[src/rtl/core/egfc_pkg.sv]
package egfc_pkg;

  localparam int NUM_CARS_DEF    = 2;
  localparam int QUEUE_DEPTH_DEF = 8;
  localparam int NUM_FLOORS_DEF  = 64;

  localparam int FLOOR_W = 6;
  localparam int TRIP_W  = 2 * FLOOR_W;

  localparam logic [2:0] EV_ACCEPT = 3'd0;
  localparam logic [2:0] EV_REJECT = 3'd1;
  localparam logic [2:0] EV_IDLE   = 3'd2;
  localparam logic [2:0] EV_UP     = 3'd3;
  localparam logic [2:0] EV_DOWN   = 3'd4;
  localparam logic [2:0] EV_PICK   = 3'd5;
  localparam logic [2:0] EV_DROP   = 3'd6;

  localparam logic [1:0] MOT_IDLE = 2'd0;
  localparam logic [1:0] MOT_UP   = 2'd1;
  localparam logic [1:0] MOT_DOWN = 2'd2;

  // trip: pickup floor in the low half, drop-off floor in the high half
  typedef struct packed {
    logic [FLOOR_W-1:0] floor;
    logic [1:0]         motion;
    logic               active;
    logic               aboard;
    logic [TRIP_W-1:0]  trip;
  } car_t;

  typedef struct packed {
    logic [2:0] ev;
    logic       pop;
  } step_res_t;

endpackage

[src/rtl/core/egfc_qmem.sv]
module egfc_qmem #(
  parameter int DEPTH = 16,
  parameter int AW    = 4,
  parameter int DW    = 12
) (
  input  logic          clk,
  input  logic          we,
  input  logic [AW-1:0] waddr,
  input  logic [DW-1:0] wdata,
  input  logic [AW-1:0] raddr,
  output logic [DW-1:0] rdata
);

  logic [DW-1:0] mem [DEPTH];

  always_ff @(posedge clk) begin
    if (we) begin
      mem[waddr] <= wdata;
    end
    rdata <= mem[raddr];
  end

endmodule

[src/rtl/core/egfc_step.sv]
module egfc_step (
  input  egfc_pkg::car_t                  cur,
  input  logic                            queued,
  input  logic [egfc_pkg::TRIP_W-1:0]     qdata,
  output egfc_pkg::car_t                  nxt,
  output egfc_pkg::step_res_t             res
);
  import egfc_pkg::*;

  car_t               w;
  logic [FLOOR_W-1:0] target;

  always_comb begin
    w       = cur;
    res.pop = 1'b0;
    res.ev  = EV_IDLE;
    nxt     = cur;
    target  = '0;
    if (!cur.active && !queued) begin
      nxt.motion = MOT_IDLE;
      res.ev     = EV_IDLE;
    end else begin
      // start the oldest queued trip
      if (!cur.active) begin
        w.trip   = qdata;
        w.active = 1'b1;
        w.aboard = 1'b0;
        res.pop  = 1'b1;
      end
      target = w.aboard ? w.trip[TRIP_W-1:FLOOR_W] : w.trip[FLOOR_W-1:0];
      nxt    = w;
      if (w.floor == target) begin
        if (!w.aboard) begin
          nxt.aboard = 1'b1;
          res.ev     = EV_PICK;
        end else begin
          nxt.active = 1'b0;
          nxt.aboard = 1'b0;
          nxt.motion = MOT_IDLE;
          res.ev     = EV_DROP;
        end
      end else if (w.floor < target) begin
        nxt.motion = MOT_UP;
        nxt.floor  = w.floor + 1'b1;
        res.ev     = EV_UP;
      end else begin
        nxt.motion = MOT_DOWN;
        nxt.floor  = w.floor - 1'b1;
        res.ev     = EV_DOWN;
      end
    end
  end

endmodule

[src/rtl/core/elevator_group_fcfs_controller.sv]
// Channel | Dir | Handshake          | Payload
// s_      | in  | s_tvalid, s_tready | s_tdata: source_floor, dest_floor; s_tuser: mode
// m_      | out | m_tvalid, m_tready | m_tdata: car, floor, event_res, motion,
//         |     |                    |   any_pending; m_tlast: last
//
// A request passes car select, then queue write, before its
// result shows; a tick passes a queue memory read, then the shared
// step unit, per car, before NUM_CARS results.
// One item at a time: s_tready is high only between items.
// Results hold while m_tready is low; every car is stepped before the first result.
// rst is synchronous; the queue memory needs no clearing, entries are read only
// once counted.
module elevator_group_fcfs_controller #(
  parameter int NUM_CARS    = egfc_pkg::NUM_CARS_DEF,
  parameter int QUEUE_DEPTH = egfc_pkg::QUEUE_DEPTH_DEF,
  parameter int NUM_FLOORS  = egfc_pkg::NUM_FLOORS_DEF
) (
  input  logic        clk,
  input  logic        rst,
  input  logic        s_tvalid,
  output logic        s_tready,
  input  logic [15:0] s_tdata,   // [5:0] source_floor, [11:6] dest_floor, [15:12] zero
  input  logic        s_tuser,   // [0] mode
  output logic        m_tvalid,
  input  logic        m_tready,
  output logic [15:0] m_tdata,   // [2:0] car, [8:3] floor, [11:9] event_res,
                                 // [13:12] motion, [14] any_pending, [15] zero
  output logic        m_tlast
);
  import egfc_pkg::*;

  localparam int CW = (NUM_CARS > 1) ? $clog2(NUM_CARS) : 1;
  localparam int HW = (QUEUE_DEPTH > 1) ? $clog2(QUEUE_DEPTH) : 1;
  localparam int NW = $clog2(QUEUE_DEPTH + 1);
  localparam int QN = NUM_CARS * QUEUE_DEPTH;
  localparam int QA = (QN > 1) ? $clog2(QN) : 1;
  localparam logic [CW-1:0] LAST_CAR = CW'(NUM_CARS - 1);

  localparam logic [2:0] ST_IDLE = 3'd0;
  localparam logic [2:0] ST_SEL  = 3'd1;
  localparam logic [2:0] ST_WR   = 3'd2;
  localparam logic [2:0] ST_RD   = 3'd3;
  localparam logic [2:0] ST_STEP = 3'd4;
  localparam logic [2:0] ST_EMIT = 3'd5;

  logic [2:0]         state;
  logic [CW-1:0]      idx;
  logic               is_req;
  logic [FLOOR_W-1:0] src;
  logic [FLOOR_W-1:0] dst;
  car_t               cars   [NUM_CARS];
  logic [HW-1:0]      head   [NUM_CARS];
  logic [NW-1:0]      count  [NUM_CARS];
  logic [2:0]         ev_buf [NUM_CARS];

  logic [CW-1:0]      chosen;
  logic               busy;
  logic               full;
  logic [NW:0]        tail_sum;
  logic [HW-1:0]      slot;
  logic [HW:0]        head_inc;
  logic [QA-1:0]      base;
  logic [QA-1:0]      waddr;
  logic [QA-1:0]      raddr;
  logic               q_we;
  logic [TRIP_W-1:0]  q_rdata;
  car_t               step_nxt;
  step_res_t          step_res;
  logic               last_car;

  function automatic logic [FLOOR_W-1:0] clamp_floor(input logic [FLOOR_W-1:0] f);
    logic [8:0] lim;
    lim = 9'(NUM_FLOORS - 1);
    if ({3'b000, f} > lim) begin
      return FLOOR_W'(lim);
    end
    return f;
  endfunction

  // lowest-numbered idle car, car 0 when none
  always_comb begin
    chosen = '0;
    for (int c = NUM_CARS - 1; c >= 0; c--) begin
      if (!cars[c].active && count[c] == '0) begin
        chosen = CW'(c);
      end
    end
  end

  always_comb begin
    busy = 1'b0;
    for (int c = 0; c < NUM_CARS; c++) begin
      busy = busy | cars[c].active | (count[c] != '0);
    end
  end

  always_comb begin
    full     = (count[idx] == NW'(QUEUE_DEPTH));
    tail_sum = (NW + 1)'(head[idx]) + (NW + 1)'(count[idx]);
    if (tail_sum >= (NW + 1)'(QUEUE_DEPTH)) begin
      tail_sum = tail_sum - (NW + 1)'(QUEUE_DEPTH);
    end
    slot     = HW'(tail_sum);
    head_inc = (HW + 1)'(head[idx]) + 1'b1;
    if (head_inc == (HW + 1)'(QUEUE_DEPTH)) begin
      head_inc = '0;
    end
    base     = QA'(idx) * QA'(QUEUE_DEPTH);
    waddr    = base + QA'(slot);
    raddr    = base + QA'(head[idx]);
    q_we     = (state == ST_WR) && !full;
    last_car = (idx == LAST_CAR);
  end

  egfc_qmem #(
    .DEPTH (QN),
    .AW    (QA),
    .DW    (TRIP_W)
  ) u_qmem (
    .clk   (clk),
    .we    (q_we),
    .waddr (waddr),
    .wdata ({dst, src}),
    .raddr (raddr),
    .rdata (q_rdata)
  );

  egfc_step u_step (
    .cur    (cars[idx]),
    .queued (count[idx] != '0),
    .qdata  (q_rdata),
    .nxt    (step_nxt),
    .res    (step_res)
  );

  always_ff @(posedge clk) begin
    if (rst) begin
      state  <= ST_IDLE;
      idx    <= '0;
      is_req <= 1'b0;
      for (int c = 0; c < NUM_CARS; c++) begin
        cars[c].floor  <= '0;
        cars[c].motion <= MOT_IDLE;
        cars[c].active <= 1'b0;
        cars[c].aboard <= 1'b0;
        head[c]        <= '0;
        count[c]       <= '0;
      end
    end else begin
      unique case (state)
        ST_IDLE: begin
          if (s_tvalid) begin
            if (s_tuser) begin
              idx    <= '0;
              is_req <= 1'b0;
              state  <= ST_RD;
            end else begin
              is_req <= 1'b1;
              src    <= clamp_floor(s_tdata[5:0]);
              dst    <= clamp_floor(s_tdata[11:6]);
              state  <= ST_SEL;
            end
          end
        end
        ST_SEL: begin
          idx   <= chosen;
          state <= ST_WR;
        end
        ST_WR: begin
          if (!full) begin
            count[idx]  <= count[idx] + 1'b1;
            ev_buf[idx] <= EV_ACCEPT;
          end else begin
            ev_buf[idx] <= EV_REJECT;
          end
          state <= ST_EMIT;
        end
        ST_RD: begin
          state <= ST_STEP;
        end
        ST_STEP: begin
          cars[idx]   <= step_nxt;
          ev_buf[idx] <= step_res.ev;
          if (step_res.pop) begin
            head[idx]  <= HW'(head_inc);
            count[idx] <= count[idx] - 1'b1;
          end
          // emit only once every car has stepped
          if (last_car) begin
            idx   <= '0;
            state <= ST_EMIT;
          end else begin
            idx   <= idx + 1'b1;
            state <= ST_RD;
          end
        end
        ST_EMIT: begin
          if (m_tready) begin
            if (is_req || last_car) begin
              state <= ST_IDLE;
            end else begin
              idx <= idx + 1'b1;
            end
          end
        end
        default: state <= ST_IDLE;
      endcase
    end
  end

  assign s_tready = (state == ST_IDLE);
  assign m_tvalid = (state == ST_EMIT);
  assign m_tlast  = is_req | last_car;
  assign m_tdata  = {1'b0, busy, cars[idx].motion, ev_buf[idx], cars[idx].floor, 3'(idx)};

`ifndef SYNTH
  a_busy_after_accept: assert property (@(posedge clk) disable iff (rst)
    s_tvalid && s_tready |=> !s_tready)
    else $error("input accepted while an item is in progress");

  a_burst_unbroken: assert property (@(posedge clk) disable iff (rst)
    m_tvalid && m_tready && !m_tlast |=> m_tvalid)
    else $error("tick results not back to back");

  a_pop_counted: assert property (@(posedge clk) disable iff (rst)
    state == ST_STEP && step_res.pop |-> count[idx] != '0)
    else $error("pop from an empty queue");

  a_count_bound: assert property (@(posedge clk) disable iff (rst)
    state == ST_EMIT |-> count[idx] <= NW'(QUEUE_DEPTH))
    else $error("queue count beyond depth");
`endif

endmodule

[config.mk]
export PLATFORM = sky130hd
export DESIGN_NAME = elevator_group_fcfs_controller
export DESIGN_NICKNAME = d
export VERILOG_FILES = /design/src/rtl/core/egfc_pkg.sv /design/src/rtl/core/egfc_qmem.sv /design/src/rtl/core/egfc_step.sv /design/src/rtl/core/elevator_group_fcfs_controller.sv
export SDC_FILE = /design/constraint.sdc
export NUM_CORES = 1
export LEC_CHECK = 0
export ABC_AREA = 1
export BUFFER_PORTS_ARGS = -buffer_cell sky130_fd_sc_hd__buf_2
export CAP_MARGIN = 30
export CORE_UTILIZATION = 39
export CTS_CLUSTER_SIZE = 30
export DETAILED_ROUTE_END_ITERATION = 10
export HOLD_SLACK_MARGIN = 0.03
export PLACE_DENSITY = 0.57
export SLEW_MARGIN = 20
export SYNTH_ARGS = -nofsm -noshare
export SYNTH_HDL_FRONTEND = slang
export SYNTH_SLANG_ARGS = --single-unit
[constraint.sdc]
create_clock -name clk -period 3.65 [get_ports clk]
set_input_delay 0.365 -clock clk [delete_from_list [all_inputs] [get_ports clk]]
set_output_delay 0.365 -clock clk [all_outputs]
set_load 0.01 [all_outputs]
==> metrics <==
status finished, final reports clean; fin. max-slew vios 0; # rows 64; # DRC 0; Fmax 301 MHz; Worst-Skew Late Latency 0.56 ns; Cell variety after synth 44; worst setup path class reg -> reg; port buffer count 32; register bit total from synthesis 286; peak supply drop 0.000444 V; via/cell ratio 5.24; CP arrival 3.61 ns; worst-margin pin slew 0.837 ns; number of synthesized flops with an enable pin 268; GPL Wtd Cong 0.838; syn avg cell area 11.6 um^2; root buffer cell clkbuf_16; Pwr Total 9.11 mW; pin count of the biggest net entering global routing 97; WL/cell 17.9 um; Hold Crit Class in -> reg; Ports 40; CTS Buf Count 29; Die Width 180 um; H-tree depth 1; die area 32600 um^2; Fill cells 2814; setup violators final 0; Nets 1158; Starting Density 40.1%; Area Overhead vs Synth 13.6%; clk slew on worst S/H paths 0.06 ns; Maximum Capacitance Violations 0; fraction of layout cells with a size suffix above 1 12.4%; CTS tree done; drt total wl 27500 um; antenna cell count 0; clock sinks 286; Die Span Y 180 um; vias in the first global route 7663; initial drt markers 590; Crit path required time 3.93 ns; Max clock buf depth 3; final worst-path cycle share 91.0%; synthesis warning total 0; vias 8039; CP startpoint kind flip-flop; final global-route overflow total 0; GRT Resource Usage Total 16.9%; ys async rst share 0%; most frequent cells in the layout 268 x edfxtp_1, 128 x nand2_1, 111 x a21oi_1; first-pass GRT wire length 42900 um; dominant synthesized flop cell edfxtp_1; slew margin rel. 44.1%; Clock Skew 0.0222 ns; Seq/Total Area, Yosys 67.7%; ANT nets after route 0; Syn Inst Count 1066; Critical Path Sink Type flip-flop; Crit Path Max Fanout 21; dpl hpwl 16800 um; CORE AREA 31000 um^2; Detailed Routing Iterations Pass 1 5; P_leak 5.23 nW; Final Hold Vio Count 0; final worst path period need 3.32 ns; Core Util, Final 45.5%; Post-Syn Area 12400 um^2; Power Density 645 nW/um^2; initial antenna violation count 0; commonest non-fill, non-tap cell in the layout edfxtp_1
## routing by layer
metal	wire length, um	vias up	track usage [%]	share of wire (%)
met5	0	-	0	0
met4	719	0	5.33	2.6
met3	1260	48	2.22	4.6
met2	13200	197	28.7	48
met1	12300	3877	22.5	45
li1	-	3917	-	-
## layout make-up
class	count	area, um^2	share of cell area, %
Clock inverter	12	120	0.851
Sequential cell	286	8410	59.6
Inverter	99	377	2.67
Timing Repair Buffer	84	629	4.46
Multi-Input combinational cell	619	3310	23.5
Clock buffer	38	769	5.45
Tap cell	396	495	3.51
## Yosys cell counts (2+ instances only)
cell      number  area share (%)
buf_4          7            0.42
dfxtp_1       18             2.9
xor2_1         5            0.35
nand2_1      130             3.9
a311oi_1       2            0.14
nand3_1       42             1.7
inv_1         95             2.9
buf_6         10            0.91
buf_2         24            0.97
or2_2          7            0.35
o22a_1         3            0.21
nor3_1         8            0.32
ha_1          15             1.5
nor4_1         2            0.10
fa_1           3            0.48
o211ai_1      50             3.0
xnor2_1        3            0.21
a211oi_1       5            0.30
o21ai_0       95             3.8
inv_2          3           0.091
nor2_2         2            0.10
clkbuf_1      22            0.66
o21ai_4        2            0.26
nand2_2        5            0.25
a31oi_1        2            0.10
edfxtp_1     268              65
nor2_1        81             2.4
o21ai_1       31             1.2
a21oi_1      111             4.5
## path summary, 6_finish.rpt
| check | start | to | slack, ns | cells past startpoint |
|---|---|---|---|---|
| max | flip-flop | cars[0][20]$_SDFFCE_PN0P_ | 0.33 | 17 |
| min reg2reg | is_req$_SDFFE_PP0P_ | is_req$_SDFFE_PP0P_ | 0.49 | 2 |
| max reg2reg | flip-flop | cars[0][20]$_SDFFCE_PN0P_ | 0.33 | 17 |
| min | rst | state[2]$_SDFFE_PP0P_ | 0.08 | 2 |
## worst max-delay path: stages (launching register included)
cell and delay (ns):
dfxtp_2 0.40, inv_6 0.07, buf_12 0.16, or2_2 0.27, o21ai_0 0.11, inv_1 0.18, ha_1 0.32, nand2_1 0.07
nor2_1 0.05, nand2_1 0.07, nand3_2 0.17, buf_4 0.21, fa_1 0.43, nand3_1 0.09, nand2_1 0.06, xor2_1 0.14
o21ai_1 0.19, nor2_1 0.07
## cell families after synthesis
| logic type | after synthesis | share of synthesized area (%) |
|---|---|---|
| flops | 286 | 67.7 |
| fa+ha+maj | 18 | 1.99 |
| compound gates | 305 | 13.9 |
| mux | 1 | 0.0806 |
| xor+xnor | 9 | 0.695 |
| simple gates | 283 | 9.61 |
| other cells | 1 | 0.0302 |
| buf+inv | 163 | 6.03 |
## registers in the layout, summed over array words and instances (netlist names), 3 cells and up, named ones only
name	flops
u_qmem.mem	192
cars	44
u_qmem.rdata	12
count	8
dst	6
ev_buf	6
head	6
src	6
state	3
## report_power, final
part	switching, mW	internal, mW	total (mW)	leakage [nW]
sequential	0.102	3.78	3.88	2.63
combinational	1.61	0.821	2.43	2.17
clock	1.18	1.62	2.80	0.438
## metrics by stage
stage | worst slack, ns | setup TNS [ns] | cells | cell area (um^2) | hold WS (ns)
after CTS | 0.176 | 0 | 1532 | 14000 | 0.0721
after global routing | -0.00467 | -0.00467 | 1534 | 14100 | 0.0685
after detailed placement | 0.180 | 0 | 1470 | 13000 | 0.498
after global placement | 0.241 | 0 | 1470 | 13000 | 0.465
after floorplan | 0.346 | 0 | 1068 | 12400 | 0.434
final | 0.327 | 0 | 1534 | 14100 | 0.0846
## timing repair
| action | in CTS | in global routing |
|---|---|---|
| hold endpoints to repair | 12 | 0 |
| gates resized for setup | 0 | 6 |
| setup endpoints to repair | 0 | 6 |
| hold buffers | 12 | 0 |
| setup buffers | 0 | 0 |
(Power assumes the default switching activity.)
